[config.mk]
export PLATFORM = sky130hd
export DESIGN_NAME = compacting_unique_list_core
export DESIGN_NICKNAME = d
export VERILOG_FILES = /design/src/rtl/cul_pkg.sv /design/src/rtl/cul_ram.sv /design/src/rtl/compacting_unique_list_core.sv
export SDC_FILE = /design/constraint.sdc
export NUM_CORES = 1
export LEC_CHECK = 0
export ABC_AREA = 1
export BUFFER_PORTS_ARGS = -buffer_cell sky130_fd_sc_hd__buf_2
export CORE_ASPECT_RATIO = 1.5
export CORE_MARGIN = 8
export CORE_UTILIZATION = 45
export DETAILED_ROUTE_END_ITERATION = 16
export GPL_ROUTABILITY_DRIVEN = 0
export SETUP_SLACK_MARGIN = 0.15
export SYNTH_ARGS = -nofsm -noshare
export SYNTH_HDL_FRONTEND = slang
export SYNTH_HIERARCHICAL = 1
export SYNTH_SLANG_ARGS = --single-unit
[constraint.sdc]
create_clock -name clock -period 8.2 [get_ports clock]
set_input_delay 0.41 -clock clock [delete_from_list [all_inputs] [get_ports clock]]
set_output_delay 0.41 -clock clock [all_outputs]
set_load 0.005 [all_outputs]
[src/rtl/cul_pkg.sv]
// ----------------------------------------------------------------------------
// cul_pkg
// types and request codes shared by the compacting unique list core
// ----------------------------------------------------------------------------
package cul_pkg;

   // request codes
   localparam logic [2:0] REQ_INSERT        = 3'd0;
   localparam logic [2:0] REQ_REMOVE_AT     = 3'd1;
   localparam logic [2:0] REQ_REMOVE_HANDLE = 3'd2;
   localparam logic [2:0] REQ_READ          = 3'd3;
   localparam logic [2:0] REQ_CLEAR         = 3'd4;

   localparam int unsigned HANDLE_W = 16;
   localparam int unsigned COUNT_W  = 5;

   typedef struct packed {
      logic [2:0]                 req_type;
      logic [HANDLE_W-1:0]        handle;
      logic signed [HANDLE_W-1:0] position;
   } req_item_type;

   typedef struct packed {
      logic                ok;
      logic [HANDLE_W-1:0] read_handle;
      logic [COUNT_W-1:0]  entry_count;
   } rsp_item_type;

endpackage

[src/rtl/cul_ram.sv]
// ----------------------------------------------------------------------------
// cul_ram
// generic single write port, single read port ram with registered read
// ----------------------------------------------------------------------------
module cul_ram #(
   parameter int unsigned WIDTH = 16,
   parameter int unsigned DEPTH = 16
) (
   input  logic                     clock,
   input  logic                     wr_en,
   input  logic [$clog2(DEPTH)-1:0] wr_addr,
   input  logic [WIDTH-1:0]         wr_data,
   input  logic                     rd_en,
   input  logic [$clog2(DEPTH)-1:0] rd_addr,
   output logic [WIDTH-1:0]         rd_data
);

   logic [WIDTH-1:0] mem [DEPTH];
   logic [WIDTH-1:0] rd_data_ff;

   always_ff @(posedge clock) begin
      if (wr_en) begin
         mem[wr_addr] <= wr_data;
      end
      if (rd_en) begin
         rd_data_ff <= mem[rd_addr];
      end
   end

   assign rd_data = rd_data_ff;

endmodule

[src/rtl/compacting_unique_list_core.sv]
// ----------------------------------------------------------------------------
// compacting_unique_list_core
// dense ordered list of unique handles held in a ram, with insert, remove at
// index, remove by handle, clamped read and clear
// ----------------------------------------------------------------------------
//
//   channel | direction | handshake             | payload
//   --------+-----------+-----------------------+----------------------------
//   req     | in        | req_valid / req_ready | cul_pkg::req_item_type
//   rsp     | out       | rsp_valid / rsp_ready | cul_pkg::rsp_item_type
//
// one item is worked at a time; the ram read port (one entry a cycle, registered
// read) carries the search and compaction passes:
//   insert, remove by handle: the entries are searched from slot 0 until the
//   handle is found or the whole list is read; insert appends an absent handle
//   and refuses a present one; removal by handle shifts the later entries one
//   slot down through the same port
//   remove at index i: the entries after slot i shift one slot down; read: a
//   single ram read at the clamped index; clear and items refused without a
//   search: no ram pass
// reset clears count and control only; ram contents are never read past the
// count, so no clearing pass is needed and clear just zeroes the count
// the next item is taken as soon as a result is parked in the output register,
// and a stalled rsp side holds the block in its response state
// ----------------------------------------------------------------------------
module compacting_unique_list_core #(
   parameter int unsigned CAPACITY = 16
) (
   input  logic                  clock,
   input  logic                  reset,
   input  logic                  req_valid,
   output logic                  req_ready,
   input  cul_pkg::req_item_type req_data,
   output logic                  rsp_valid,
   input  logic                  rsp_ready,
   output cul_pkg::rsp_item_type rsp_data
);

   import cul_pkg::*;

   // address width and width of a counter that can hold the capacity itself
   localparam int unsigned AW = $clog2(CAPACITY);
   localparam int unsigned CW = $clog2(CAPACITY + 1);

   typedef enum logic [2:0] {
      ST_IDLE,
      ST_SCAN,
      ST_SHIFT,
      ST_READ,
      ST_READ_DATA,
      ST_RESP
   } state_type;

   state_type           state_ff, state_in;
   logic [2:0]          op_ff, op_in;
   logic [HANDLE_W-1:0] handle_ff, handle_in;
   logic [CW-1:0]       cur_ff, cur_in;        // next ram entry to read
   logic                pend_ff, pend_in;      // a read is in flight
   logic [CW-1:0]       pend_idx_ff, pend_idx_in;
   logic [CW-1:0]       count_ff, count_in;
   logic                res_ok_ff, res_ok_in;
   logic [HANDLE_W-1:0] res_rd_ff, res_rd_in;
   logic                rsp_valid_ff, rsp_valid_in;
   rsp_item_type        rsp_ff, rsp_in;

   // ram port signals
   logic                ram_we;
   logic [AW-1:0]       ram_waddr;
   logic [HANDLE_W-1:0] ram_wdata;
   logic                ram_re;
   logic [HANDLE_W-1:0] ram_rdata;

   // request decode helpers
   logic [HANDLE_W-1:0] pos_u;
   logic                pos_in_range;
   logic [CW-1:0]       read_idx;
   logic                issue;
   logic [CW-1:0]       shift_dst;

   cul_ram #(
      .WIDTH (HANDLE_W),
      .DEPTH (CAPACITY)
   ) u_entries (
      .clock   (clock),
      .wr_en   (ram_we),
      .wr_addr (ram_waddr),
      .wr_data (ram_wdata),
      .rd_en   (ram_re),
      .rd_addr (cur_ff[AW-1:0]),
      .rd_data (ram_rdata)
   );

   // index checks on the incoming position
   assign pos_u        = HANDLE_W'(req_data.position);
   assign pos_in_range = !pos_u[HANDLE_W-1] && (pos_u < HANDLE_W'(count_ff));

   always_comb begin
      priority if (pos_u[HANDLE_W-1]) begin
         read_idx = '0;
      end else if (pos_u >= HANDLE_W'(count_ff)) begin
         read_idx = count_ff - CW'(1);
      end else begin
         read_idx = pos_u[CW-1:0];
      end
   end

   // more entries left to stream through the read port
   assign issue     = (cur_ff < count_ff);
   // compaction moves the entry read last cycle one slot down
   assign shift_dst = pend_idx_ff - CW'(1);

   always_comb begin
      state_in     = state_ff;
      op_in        = op_ff;
      handle_in    = handle_ff;
      cur_in       = cur_ff;
      pend_in      = pend_ff;
      pend_idx_in  = pend_idx_ff;
      count_in     = count_ff;
      res_ok_in    = res_ok_ff;
      res_rd_in    = res_rd_ff;
      rsp_valid_in = rsp_valid_ff && !rsp_ready;
      rsp_in       = rsp_ff;
      ram_we       = 1'b0;
      ram_waddr    = count_ff[AW-1:0];
      ram_wdata    = handle_ff;
      ram_re       = 1'b0;

      unique case (state_ff)
         ST_IDLE: begin
            if (req_valid) begin
               op_in     = req_data.req_type;
               handle_in = req_data.handle;
               pend_in   = 1'b0;
               res_ok_in = 1'b0;
               res_rd_in = '0;
               cur_in    = '0;
               state_in  = ST_RESP;
               unique case (req_data.req_type)
                  REQ_INSERT: begin
                     // a full list refuses without a search
                     if (count_ff != CW'(CAPACITY)) begin
                        state_in = ST_SCAN;
                     end
                  end
                  REQ_REMOVE_AT: begin
                     if (pos_in_range) begin
                        cur_in   = pos_u[CW-1:0] + CW'(1);
                        state_in = ST_SHIFT;
                     end
                  end
                  REQ_REMOVE_HANDLE: begin
                     state_in = ST_SCAN;
                  end
                  REQ_READ: begin
                     // empty list answers zero with ok clear
                     if (count_ff != '0) begin
                        cur_in   = read_idx;
                        state_in = ST_READ;
                     end
                  end
                  REQ_CLEAR: begin
                     count_in  = '0;
                     res_ok_in = 1'b1;
                  end
                  default: begin
                  end
               endcase
            end
         end

         ST_SCAN: begin
            ram_re = issue;
            if (pend_ff && (ram_rdata == handle_ff)) begin
               // handle present
               pend_in = 1'b0;
               if (op_ff == REQ_REMOVE_HANDLE) begin
                  cur_in   = pend_idx_ff + CW'(1);
                  state_in = ST_SHIFT;
               end else begin
                  state_in = ST_RESP;
               end
            end else if (!issue && !pend_ff) begin
               // whole list searched, handle absent
               if (op_ff == REQ_INSERT) begin
                  ram_we    = 1'b1;
                  count_in  = count_ff + CW'(1);
                  res_ok_in = 1'b1;
               end
               state_in = ST_RESP;
            end else begin
               pend_in     = issue;
               pend_idx_in = cur_ff;
               if (issue) begin
                  cur_in = cur_ff + CW'(1);
               end
            end
         end

         ST_SHIFT: begin
            ram_re = issue;
            if (pend_ff) begin
               ram_we    = 1'b1;
               ram_waddr = shift_dst[AW-1:0];
               ram_wdata = ram_rdata;
            end
            if (!issue && !pend_ff) begin
               count_in  = count_ff - CW'(1);
               res_ok_in = 1'b1;
               state_in  = ST_RESP;
            end else begin
               pend_in     = issue;
               pend_idx_in = cur_ff;
               if (issue) begin
                  cur_in = cur_ff + CW'(1);
               end
            end
         end

         ST_READ: begin
            ram_re   = 1'b1;
            state_in = ST_READ_DATA;
         end

         ST_READ_DATA: begin
            res_rd_in = ram_rdata;
            res_ok_in = 1'b1;
            state_in  = ST_RESP;
         end

         ST_RESP: begin
            // park the result once the output register is free
            if (!rsp_valid_ff || rsp_ready) begin
               rsp_valid_in       = 1'b1;
               rsp_in.ok          = res_ok_ff;
               rsp_in.read_handle = res_rd_ff;
               rsp_in.entry_count = COUNT_W'(count_ff);
               state_in           = ST_IDLE;
            end
         end
      endcase
   end

   always_ff @(posedge clock) begin
      if (reset) begin
         state_ff     <= ST_IDLE;
         pend_ff      <= 1'b0;
         count_ff     <= '0;
         rsp_valid_ff <= 1'b0;
      end else begin
         state_ff     <= state_in;
         pend_ff      <= pend_in;
         count_ff     <= count_in;
         rsp_valid_ff <= rsp_valid_in;
      end
      op_ff       <= op_in;
      handle_ff   <= handle_in;
      cur_ff      <= cur_in;
      pend_idx_ff <= pend_idx_in;
      res_ok_ff   <= res_ok_in;
      res_rd_ff   <= res_rd_in;
      rsp_ff      <= rsp_in;
   end

   assign req_ready = (state_ff == ST_IDLE);
   assign rsp_valid = rsp_valid_ff;
   assign rsp_data  = rsp_ff;

   // list never grows past its capacity
   a_count_bound: assert property (@(posedge clock) disable iff (reset)
      count_ff <= CW'(CAPACITY))
      else $error("entry count above capacity");

   // clear empties the list on the following cycle
   a_clear_empties: assert property (@(posedge clock) disable iff (reset)
      (req_valid && req_ready && (req_data.req_type == REQ_CLEAR)) |=> (count_ff == '0))
      else $error("clear did not empty the list");

   // the ram is written only while an item is being worked
   a_no_idle_write: assert property (@(posedge clock) disable iff (reset)
      (state_ff == ST_IDLE) |-> !ram_we)
      else $error("ram written while idle");

   // compaction never moves an entry onto a slot below zero
   a_shift_source: assert property (@(posedge clock) disable iff (reset)
      ((state_ff == ST_SHIFT) && pend_ff) |-> (pend_idx_ff != '0))
      else $error("compaction read from slot zero");

   // count holds steady while a read is in progress or a result is being formed
   a_count_steady: assert property (@(posedge clock) disable iff (reset)
      (state_ff == ST_RESP || state_ff == ST_READ || state_ff == ST_READ_DATA)
         |=> $stable(count_ff))
      else $error("count changed outside an update");

endmodule
Yosys cells after proc, flatten, opt, wreduce, memory -nomap -nowiden:

Memories as Yosys holds them, arrays and structs flattened. A register that Yosys moved wholly into a read port is not among the register bits.
Index checks and enable logic that the tools add are counted.

* bits in registers: 78
* RAM bits: 256
* input port bits: 39
* output and inout bits: 24
* logic and storage cells: 129
* memories kept: 1

* add/subtract/negate cells: 6
* $lt $le $gt $ge: 3
* equal/unequal tests: 20
* multiplexer cells: 58
* reductions and logical operators: 28

Memories
* u_entries.mem: words 16, width 16, rd ports 1, clocked after memory_dff 1, wr ports 1, line cul_ram.sv:18 `logic [WIDTH-1:0] mem [DEPTH];`

Operators by type and width (count)
* $mux W5: 17
* $mux W16: 3
* $pmux W16 S2: 1
* $pmux W5 S3: 2
* $mux W3: 8
* $add A5 B1 Y5 const B: 4
* $pmux W5 S2: 2
* $pmux W3 S6: 1
* $mux W1: 17
* $eq A16 B16 Y1: 1
* $ge A16 B5 Y1: 1
* $lt A16 B5 Y1: 1
* $eq A3 B2 Y1 const B: 5
* $ne A2 B2 Y1 const B: 6
* $pmux W3 S4: 1
* $reduce_and A2 Y1: 6
* $eq A3 B3 Y1 const B: 3
* $logic_not A3 Y1: 3
* $mux W4: 2
* $reduce_and A7 Y1: 1
* $eq A3 B1 Y1 const B: 2
* $reduce_and A6 Y1: 1
* $logic_not A1 Y1: 5
* $lt A5 B5 Y1: 1
* 16 further kinds: 21

Longest topological paths before layout:

Gate-level depths: netlist of the first run.

* depth after elaboration: 8
* depth in mapped cells: 16
* mapped depth without buffers: 15

By module:

The synthesis of the first run kept the hierarchy.

Modules (own cells, without submodules)
* cul_ram: instances 1, cells each 1074, area an instance 11548.6 um^2, sequential area each 8167.8 um^2
* compacting_unique_list_core: instances 1, cells each 524, area an instance 4511.8 um^2, sequential area each 2242.2 um^2

Worst setup path before layout of the first run:

Ideal clock, no wire load.

* kind: reg2reg
* start point: reg count_ff[3]
* end point: mem u_entries.mem[12][0], enable pin
* library setup time: 0.388 ns
* data arrival time: 2.418 ns
* data required time: 7.812 ns
* slack: 5.393 ns
* cell stages (with the launch flop): 12
* buffers on the path: 1
* period minus slack after synthesis: 2.807 ns
* path through: dfxtp_1 -> clkbuf_2 -> inv_1 -> ha_1 -> nand2_1 -> nor2_1 -> nand2_1 -> nand3_4 -> nand3_1 -> o21ai_0 -> nand3_1 -> nor2_1

* longest elaborated chain between the ends: 8
* elaborated cells on any way between the ends: 10
* classes of those cells: order compare: 1; mux: 7; reduce/logical: 2

Ends and longest elaborated chain
* start: declaration: line compacting_unique_list_core.sv:60 `logic [CW-1:0] count_ff, count_in;`
* start signal: assignment: line compacting_unique_list_core.sv:253 `count_ff <= count_in;`
* $lt A5 B5 Y1: line compacting_unique_list_core.sv:108 `assign issue = (cur_ff < count_ff);`
* $logic_not A1 Y1: line compacting_unique_list_core.sv:183 `end else if (!issue && !pend_ff) begin`
* $logic_and A1 B1 Y1: line compacting_unique_list_core.sv:183
* $mux W1: line compacting_unique_list_core.sv:183
* $mux W1: line compacting_unique_list_core.sv:174 `if (pend_ff && (ram_rdata == handle_ff)) begin`
* $pmux W1 S2: line compacting_unique_list_core.sv:129 `unique case (state_ff)`
* named net ram_we: line compacting_unique_list_core.sv:67 `logic ram_we;`
* $mux W1: line cul_ram.sv:22 `if (wr_en) begin`
* $mux W1 (implied by the code): line cul_ram.sv:23 `mem[wr_addr] <= wr_data;`
* end: declaration: line cul_ram.sv:18

The timed path passes the listed nets, and every way through them passes these cells.

Worst setup path in the final report of the first run:

* start point: reg cur_ff[0]
* end point: mem u_entries.mem[12][10], enable pin

* longest elaborated chain between the ends: 8

Ends and longest elaborated chain
* start: declaration: line compacting_unique_list_core.sv:57 `logic [CW-1:0] cur_ff, cur_in;`
* start signal: assignment: line compacting_unique_list_core.sv:258 `cur_ff <= cur_in;`
* $lt A5 B5 Y1: line compacting_unique_list_core.sv:108
* $logic_not A1 Y1: line compacting_unique_list_core.sv:183
* $logic_and A1 B1 Y1: line compacting_unique_list_core.sv:183
* $mux W1: line compacting_unique_list_core.sv:183
* $mux W1: line compacting_unique_list_core.sv:174
* $pmux W1 S2: line compacting_unique_list_core.sv:129
* named net ram_we: line compacting_unique_list_core.sv:67
* $mux W1: line cul_ram.sv:22
* $mux W1 (implied by the code): line cul_ram.sv:23

The timed path passes the listed nets, and every way through them passes these cells.

==> impl_results.md, run 1 <==
* CTS tree: done
* Syn Area/Cell at around 10 sq um
* Clk slew on worst S/H paths at approximately 60 ps
* Skew-Pair Late Insertion Delay at 530 ps
* Die Wd at about 170 um
* Req. time, crit path at approximately 8300 ps
* CTS Hold Buffers Added at 0
* Met1 wire length at between 15000 and 20000 um
* Crit path capture type: register
* Final worst path period share at roughly 51%
* Yosys reg bits at 350
* Cells after Synth at roughly 1.6k
* Layout cells sized above 1 at roughly a tenth
* Detail-routed via count per cell at about 5
* Power share of the sequential group at 44.8%
* Cell variety after synth at 44
* Vias at approximately 11k
* Final Cell Area at 0.0178 sq mm
* Clock tree sinks at 350
* Main synth FF type: edfxtp_1
* Worst hold start: req_data[19]
* Static leakage at approximately 7.5 nW
* WS Path Type: reg -> reg
* Share of synthesized registers carrying an async set or reset at 0%
* Worst Hold Path Cells at 1
* Number of port buffers at 62
* Antenna cell count at 0
* Crit path launch: cur_ff[0]$_DFFE_PP_
* Initial Utilization at approximately 45%
* Max-cap violation count at 0
* Area grow syn2layout at 11.0%
* Wire length on met3 at slightly above 2000 um
* Ys Warns at 6
* Clock power frac at a little under a third
* Initial DRC Count at 988
* Synthesized net count at ~1.7k
* Measured slew at the worst slew-check pin at ~1100 ps
* Peak VDD IR at about 0.00012 V
* Ranking of synthesized cells by area: edfxtp_1, nand2_1, nand3_1, inv_1, nor2_1
* Global-route usage over all layers at approximately 20%
* FILL cells at 3288
* First-pass GRT wire length at ~62000 um
* DP Cell Count at 2097
* Worst Path Max Fanout at 60
* RSZ-0062 raised after global routing: false
* Final WL at around 40000 um
* Max-slew violations at 0
* Fin cells at approximately 2.2k
* Internal at between 3 and 4 mW
* Die Ht at between 200 and 250 um
* Biggest area consumer among synthesized cells: edfxtp_1
* Worst Hold End: handle_ff[3]$_DFFE_PP_
* Vias in the first global route at 10.6k
* Number of buffers created by CTS at 34
* Most frequent cell after synthesis: nand2_1
* Final Hold Fails at 0
* Post-place setup slack at 4110 ps
* Commonest cells post-synth: nand2_1, edfxtp_1, inv_1, nand3_1, nor2_1
* Die area at about 0.042 sq mm
* Nets at ~1.7k
* Worst Slack Setup Final at 4050 ps
* Psw at between 1.5 and 2 mW
* Synthesized area at 0.0161 sq mm
* Post-synth EDFFs at 340
* First-pass DRT Iterations at 6
* Post-CTS Setup Bufs at 0
* Max_slew headroom at 23.3%
* CTS resizes at 0
* Pwr Density at 273 mW/mm^2
* Ports at 63
* Placement Rows at 85
* CP Launch Type: register
* Highest routing layer actually used: met4
* Worst Path Arrival at roughly 4300 ps
* Met2 wire len at 21300 um
* R2r setup slk at 4050 ps
* DR DRC count at 0
* Combinational power share at between 20% and 30%
* CTS root buffer: clkbuf_16
* Core ar. at 0.0355 sq mm
* RR Startpoint: cur_ff[0]$_DFFE_PP_
* DR WL/cell at about 19 um
* Largest net degree at the start of global routing at about 90
* Setup TNS at 0 ps
* Clock skew at around 24 ps
* Critical R2R Capture: u_entries/mem[12][10]$_DFFE_PP_
* Hpwl dp at between 20000 and 30000 um
* Tmin final at 4150 ps
* CTS max path bufs at 3
* Fmax achieved at between 200 and 250 MHz
* Initial antenna violation count at 0
* Sequential fraction of the synthesis area at 64.8%
* HP Class: in -> reg
* H-tree levels at 2
* Area share of the largest cell type after synthesis at 63.6%
* Remaining antenna violation count at 0
* Run status: completed
* Final Setup Violations at 0
* Worst reg2reg path depth at 9
* Area after DPL at 0.0168 sq mm
* Remaining Overflow, GRT at 0
* Net Sw Frac at between 30% and 40%
[metrics by stage]
stage | hold WS, ps | total power [mW] | utilization (%)
final | 49.7 | 4.86 | 50.2
after global routing | 32.5 | 5.08 | 50.2
after CTS | 21.6 | 4.89 | 50.2
after detailed placement | 405 | 3.43 | 47.3
after global placement | 401 | 3.42 | 47.3
after floorplan | 400 | 3.05 | -
[sequential cells by signal, summed over array words and instances, names as in the netlist]
register           flops
count_ff               5
res_rd_ff             16
state_ff               3
pend_idx_ff            5
u_entries/mem        256
rsp_data              22
res_ok_ff              1
op_ff                  3
cur_ff                 5
handle_ff             16
rsp_valid              1
u_entries/rd_data     16
pend_ff                1
[placed cells by master (no fill, tap or decap), types with 16 or more instances in the layout]
master	n
nand2_1	466
edfxtp_1	340
inv_1	265
nand3_1	227
buf_2	62
nor2_1	61
clkbuf_16	35
o21ai_0	25
buf_4	21
nor2_2	20
nand4_1	18
ha_1	16
[final cells by class]
| class | count | area [sq um] | share of cell area, % |
|---|---|---|---|
| flip-flops and latches | 350 | 10400 | 58.4 |
| multi-input cells | 912 | 4310 | 24.2 |
| inverters | 275 | 1040 | 5.81 |
| clock buffers | 45 | 913 | 5.12 |
| well taps | 478 | 598 | 3.36 |
| repair buffers | 83 | 468 | 2.63 |
| clock inverters | 13 | 87.6 | 0.491 |
[cells by family after synthesis]
group	after synthesis	synth area share, %
and+or+nand+nor	819	22.3
DFF	350	64.8
buffers and inverters	336	8.69
AOI/OAI and AO/OA	63	2.14
adders and majority gates	16	1.25
xor gates and xnor gates	14	0.763
[metal layers]
layer	up-vias	GRT usage [%]
met1	5046	21.2
met4	0	10.7
met2	341	35.8
li1	5331	-
met3	96	2.83
met5	-	0
[power groups by stage]
stage	logic [mW]	registers [mW]	clock network (mW)
CTS	1.22	2.18	1.49
finish	1.22	2.18	1.46
global placement	1.21	2.22	0
global route	1.34	2.19	1.55
floorplan	0.875	2.18	0
detailed placement	1.21	2.22	0
[critical path, cell delays in order, from the launching register on]
cell	delay, ps
edfxtp_1	840
buf_4	660
inv_1	150
nand2_1	90
nand2_1	80
nand3_4	130
nand3_1	80
o21ai_0	600
nand3_1	340
nor2_2	760
[how the worst max path moves through the flow]
| stage | endpoint | slack (ps) | cells past startpoint |
|---|---|---|---|
| detailed placement | u_entries/mem[5][10]$_DFFE_PP_ | 4110 | 9 |
| global route | u_entries/mem[15][6]$_DFFE_PP_ | 3760 | 9 |
| CTS | u_entries/mem[5][10]$_DFFE_PP_ | 4090 | 9 |
| floorplan | u_entries/mem[12][0]$_DFFE_PP_ | 5390 | 11 |
| finish | u_entries/mem[12][10]$_DFFE_PP_ | 4050 | 9 |
| global placement | u_entries/mem[9][1]$_DFFE_PP_ | 4000 | 9 |
No activity file was read; power rests on OpenSTA's default activity.
==> run 2, diff against run 1 <==
==> constraint.sdc (replaced) <==
create_clock -name clock -period 3.9 [get_ports clock]
set_input_delay 0.195 -clock clock [delete_from_list [all_inputs] [get_ports clock]]
set_output_delay 0.195 -clock clock [all_outputs]
set_load 0.005 [all_outputs]
==> run 2 against run 1 <==
Combinational power increased by 120%; first-iteration DRC count fell by 13%; maximum frequency up 31%; critical endpoint is now u_entries/mem[12][3]$_DFFE_PP_; largest power group unchanged.
==> impl_results.md, run 2 (synthesis gave the netlist of run 1 again) <==
* WS Path Type: reg -> reg
* DR WL/cell at ~19 um
* CTS max path bufs at 3
* Cell family with most CP delay: simple AND/OR/NAND/NOR gates
* Run status: completed
* Die Wd at 170 um
* First-pass GRT wire length at just over 60000 um
* Vias in the first global route at between 10k and 15k
* Final design utilization at approximately half
* Max-slew violations at 0
* Global-route usage over all layers at around a fifth
* Remaining Overflow, GRT at 0
* Clock tree sinks at 350
* Slowest cell on the critical path: dfxtp_1
* Tot Pwr at 10.3 mW
* Final Hold Fails at 0
* Vias at between 10k and 15k
* CP peak stage delay at roughly 480 ps
* Final worst path period share at around 80%
* Initial Utilization at a little under half
* Commonest non-fill, non-tap cell in the layout: nand2_1
* Worst Path Max Fanout at 9
* Clock skew at approximately 16 ps
* CTS root buffer: clkbuf_16
* HP Class: in -> reg
* Placement Rows at 85
* Tmin final at 3170 ps
* Clk slew on worst S/H paths at about 60 ps
* Nets at between 1.5k and 2k
* Ports at 63
* Max_slew headroom at roughly a fifth
* Hpwl dp at between 20000 and 30000 um
* Pwr Density at 567 mW/mm^2
* Post-place setup slack at between 700 and 800 ps
* DR DRC count at 0
* Number of buffers created by CTS at 34
* Most frequent cells in the layout: nand2_1, edfxtp_1, inv_1, nand3_1, buf_2
* Setup TNS at 0 ps
* Detail-routed via count per cell at 4.98
* Req. time, crit path at a little over 4000 ps
* Area grow syn2layout at 13.5%
* RSZ-0062 raised after global routing: false
* Max reg flops at about 260
* Cell chain of the critical path: inv_1 -> ha_1 -> nand2_1 -> nor2_1 -> nand2_1 -> nand3_4 -> nand3_1 -> o21ai_0 -> nand3_1 -> nor2_2 -> buf_4
* Peak VDD IR at between 0.0002 and 0.0003 V
* Crit path capture type: register
* Layout cells sized above 1 at approximately an eighth
* FILL cells at approximately 3.2k
* Buf/Inv on CP at 2
* Die Ht at 247 um
* Core ar. at ~0.036 sq mm
* Final Setup Violations at 0
* Initial DRC Count at 864
* Die area at between 0.04 and 0.05 sq mm
* Max-cap violation count at 0
* Reg with most FFs: u_entries/mem
* First-pass DRT Iterations at 5
* H-tree levels at 2
* Worst Path Arrival at between 3000 and 4000 ps
* CTS tree: done
* CP Launch Type: register
* Fmax achieved at ~320 MHz
* Remaining antenna violation count at 0
* CTS resizes at 0
* Final WL at approximately 40000 um
* Initial antenna violation count at 0
* Worst Slack Setup Final at ~730 ps
* Skew-Pair Late Insertion Delay at 520 ps
* Number of port buffers at 62
* Static leakage at 7.70 nW
* Largest net degree at the start of global routing at 85
* Measured slew at the worst slew-check pin at between 1000 and 1500 ps
run 2: cell types whose count changed in the layout (fill, tap and decap cells not counted), moves of 2 or more:
cell	change
clkinvlp_4	+2
o21ai_2	+3
o21ai_1	-3
buf_4	+15
dlygate4sd3_1	+21
clkbuf_1	-3
run 2: final timing paths:
kind,start,end,slack (ps),cells after the start
max,count_ff[3]$_SDFFE_PP0P_,u_entries/mem[12][3]$_DFFE_PP_,730,11
min,req_valid,state_ff[1]$_SDFFE_PP0P_,160,5
max reg2reg,count_ff[3]$_SDFFE_PP0P_,u_entries/mem[12][3]$_DFFE_PP_,730,11
min reg2reg,res_rd_ff[6]$_SDFFCE_PN0P_,rsp_data[11]$_DFFE_PP_,420,0
run 2: layout make-up:
type                    count  area, sq um  area share, %
well taps                 478          598           3.28
flip-flops and latches    350        10400           57.1
repair buffers            120          811           4.45
clock inverters            18          146          0.803
diodes                      1         2.50         0.0137
multi-input cells         912         4320           23.7
inverters                 275         1040           5.68
clock buffers              42          902           4.95
run 2: routing by layer:
layer / vias up / wire (um) / track usage, % / part of all wire (%)
li1: 5401 / - / - / -
met5: - / 0 / 0 / 0
met1: 5089 / 15100 / 21.1 / 37
met2: 353 / 21500 / 35.8 / 52
met4: 0 / 2540 / 12.5 / 6.2
met3: 101 / 2050 / 2.77 / 5.0
run 2: where the power goes:
group / switching [mW] / internal (mW)
sequential: 0.110 / 4.42
combinational: 1.94 / 0.734
clock: 1.36 / 1.78
run 2: worst reg2reg max path: stages (launching register included):
cell     delay [ps]
dfxtp_1         480
inv_1           150
ha_1            290
nand2_1          60
nor2_1          100
nand2_1          90
nand3_4         130
nand3_1          80
o21ai_0         480
nand3_1         300
nor2_2          450
buf_4           260
run 2: timing repair:
action                    in CTS  in global routing
buffers inserted               0                  0
hold endpoints to repair      26                  0
hold buffers                  21                  0
run 2: metrics by stage:
| step | hold slack [ps] | instance area [sq um] | cells |
|---|---|---|---|
| 2_1_floorplan | 294 | 16100 | 1598 |
| 3_3_place_gp | 374 | 17000 | 2114 |
| 3_5_place_dp | 374 | 17000 | 2114 |
| 4_1_cts | 135 | 18200 | 2195 |
| 5_1_grt | 179 | 18200 | 2195 |
| 6_report | 157 | 18200 | 2196 |
==> run 3, diff against run 2 <==
==> constraint.sdc (replaced) <==
create_clock -name clock -period 3.2 [get_ports clock]
set_input_delay 0.16 -clock clock [delete_from_list [all_inputs] [get_ports clock]]
set_output_delay 0.16 -clock clock [all_outputs]
set_load 0.005 [all_outputs]
==> run 3 against run 2 <==
First-iteration DRC count grew 9.3%; power grew 21%; combinational power is 21% higher; setup slack worse by 380 ps; register-to-register slack worse by 380 ps; count of clock-buffer cells in the layout increased by 5; clock power increased by 19%; utilization grew 0.37 points; largest cell class unchanged.
==> impl_results.md, run 3 (synthesis gave the netlist of run 1 again) <==
* Measured slew at the worst slew-check pin at ~850 ps
* CTS max path bufs at 3
* Die Ht at between 200 and 250 um
* Skew-Pair Late Insertion Delay at 520 ps
* Die Wd at ~170 um
* Fin cells at 2217
* Most frequent cells in the layout: nand2_1, edfxtp_1, inv_1, nand3_1, buf_2
* Static leakage at 7.80 nW
* H-tree levels at 2
* R2r setup slk at between 300 and 400 ps
* Crit path capture type: register
* CTS root buffer: clkbuf_16
* Number of buffers created by CTS at 35
* Clock skew at about 18 ps
* Pwr Density at 682 mW/mm^2
* HP Class: in -> reg
* Clock tree sinks at 350
* Fmax achieved at approximately 350 MHz
* Reg with most FFs: u_entries/mem
* Worst Path Arrival at between 3000 and 4000 ps
* Vias in the first global route at between 10k and 15k
* Final Hold Fails at 0
* Number of port buffers at just over 60
* Remaining Overflow, GRT at 0
* Wire length on met3 at around 1900 um
* Tmin final at roughly 2800 ps
* Post-CTS Setup Bufs at 0
* Req. time, crit path at 3390 ps
* Initial antenna violation count at 0
* Core ar. at about 0.036 sq mm
* Global-route usage over all layers at about a fifth
* Hpwl dp at ~27000 um
* Vias at between 10k and 15k
* Tot Pwr at 12.5 mW
* Ports at 63
* Peak VDD IR at ~0.00033 V
* Clk slew on worst S/H paths at ~60 ps
* First-pass DRT Iterations at 5
* Die area at around 0.042 sq mm
* Worst Path Max Fanout at 16
* Max-slew violations at 0
* Largest net degree at the start of global routing at 80
* Antenna cell count at 0
* Max-cap violation count at 0
* Final design utilization at roughly half
* Max_slew headroom at a little over two fifths
* RSZ-0062 raised after global routing: false
* DP Cell Count at roughly 2.1k
* Hold Slack at about 150 ps
* Remaining antenna violation count at 0
* Run status: completed
* Final WL at just under 40000 um
* Layout cells sized above 1 at between 10 and 15%
* WS Path Type: reg -> reg
* Initial Utilization at 45.2%
* Initial DRC Count at between 900 and 1k
* DR DRC count at 0
* Highest routing layer actually used: met4
* CTS tree: done
* Area grow syn2layout at 14.3%
* First-pass GRT wire length at between 60000 and 70000 um
* FILL cells at between 3k and 4k
* Detail-routed via count per cell at 5.02
* Placement Rows at 85
* Max reg flops at approximately 260
* Setup TNS at 0 ps
* Met1 wire length at 15000 um
* Met2 wire len at roughly 21000 um
* Final worst path period share at approximately nine tenths
* CP Launch Type: register
* Final Setup Violations at 0
* DR WL/cell at 17.9 um
* Nets at 1769
* Commonest non-fill, non-tap cell in the layout: nand2_1
==> run 3: cell types whose count changed in the layout (fill, tap and decap cells not counted), moves of 2 or more <==
cell	delta
o21ai_2	-5
bufinv_16	-2
buf_4	+19
clkbuf_16	+2
clkinv_1	-3
clkinv_2	+5
o21ai_1	+5
clkbuf_1	+3
inv_6	-2
==> run 3: layer usage <==
layer  GRT usage [%]  up-vias
met3            2.59       89
li1                -     5453
met2            35.2      326
met5               0        -
met4            10.3        0
met1            20.5     5268
==> run 3: report_power, final <==
part	internal [mW]	switching, mW
Sequential	5.38	0.139
Combinational	0.971	2.28
Clock	2.12	1.63
==> run 3: final timing paths <==
kind,startpoint,end,cells past startpoint
worst max-delay path,state_ff[1]$_SDFFE_PP0P_,u_entries/mem[11][10]$_DFFE_PP_,9
worst min-delay path,req_valid,state_ff[1]$_SDFFE_PP0P_,5
worst max register to register,state_ff[1]$_SDFFE_PP0P_,u_entries/mem[11][10]$_DFFE_PP_,9
worst min register to register,res_rd_ff[12]$_SDFFCE_PN0P_,rsp_data[17]$_DFFE_PP_,0
==> run 3: stage by stage <==
stage / setup slack (ps) / instance area (sq um)
after global routing: 174 / 18400
after floorplan: 393 / 16100
after CTS: 354 / 18400
after global placement: 505 / 17100
final: 354 / 18400
after detailed placement: 389 / 17100
==> run 3: worst max-delay path: stages, from the launching register on <==
cell	delay [ps]
dfxtp_1	470
inv_2	110
nor3_4	190
inv_2	120
nor2_4	100
inv_1	150
o21ai_0	560
nand3b_1	350
nor2_2	170
buf_4	280
==> run 3: final cells by class <==
cell class / instances / area [sq um] / area share [%]
Multi-Input combinational cell: 912 / 4300 / 23.4
Timing Repair Buffer: 140 / 973 / 5.30
Clock buffer: 47 / 963 / 5.25
Tap cell: 478 / 598 / 3.26
Inverter: 275 / 1040 / 5.64
Clock inverter: 15 / 75.1 / 0.409
Sequential cell: 350 / 10400 / 56.7
==> run 3: timing repair <==
item / CTS / global route
hold buffers: 21 / 0
hold endpoints to repair: 26 / 0
resized for setup: 0 / 1
setup endpoints to repair: 0 / 88
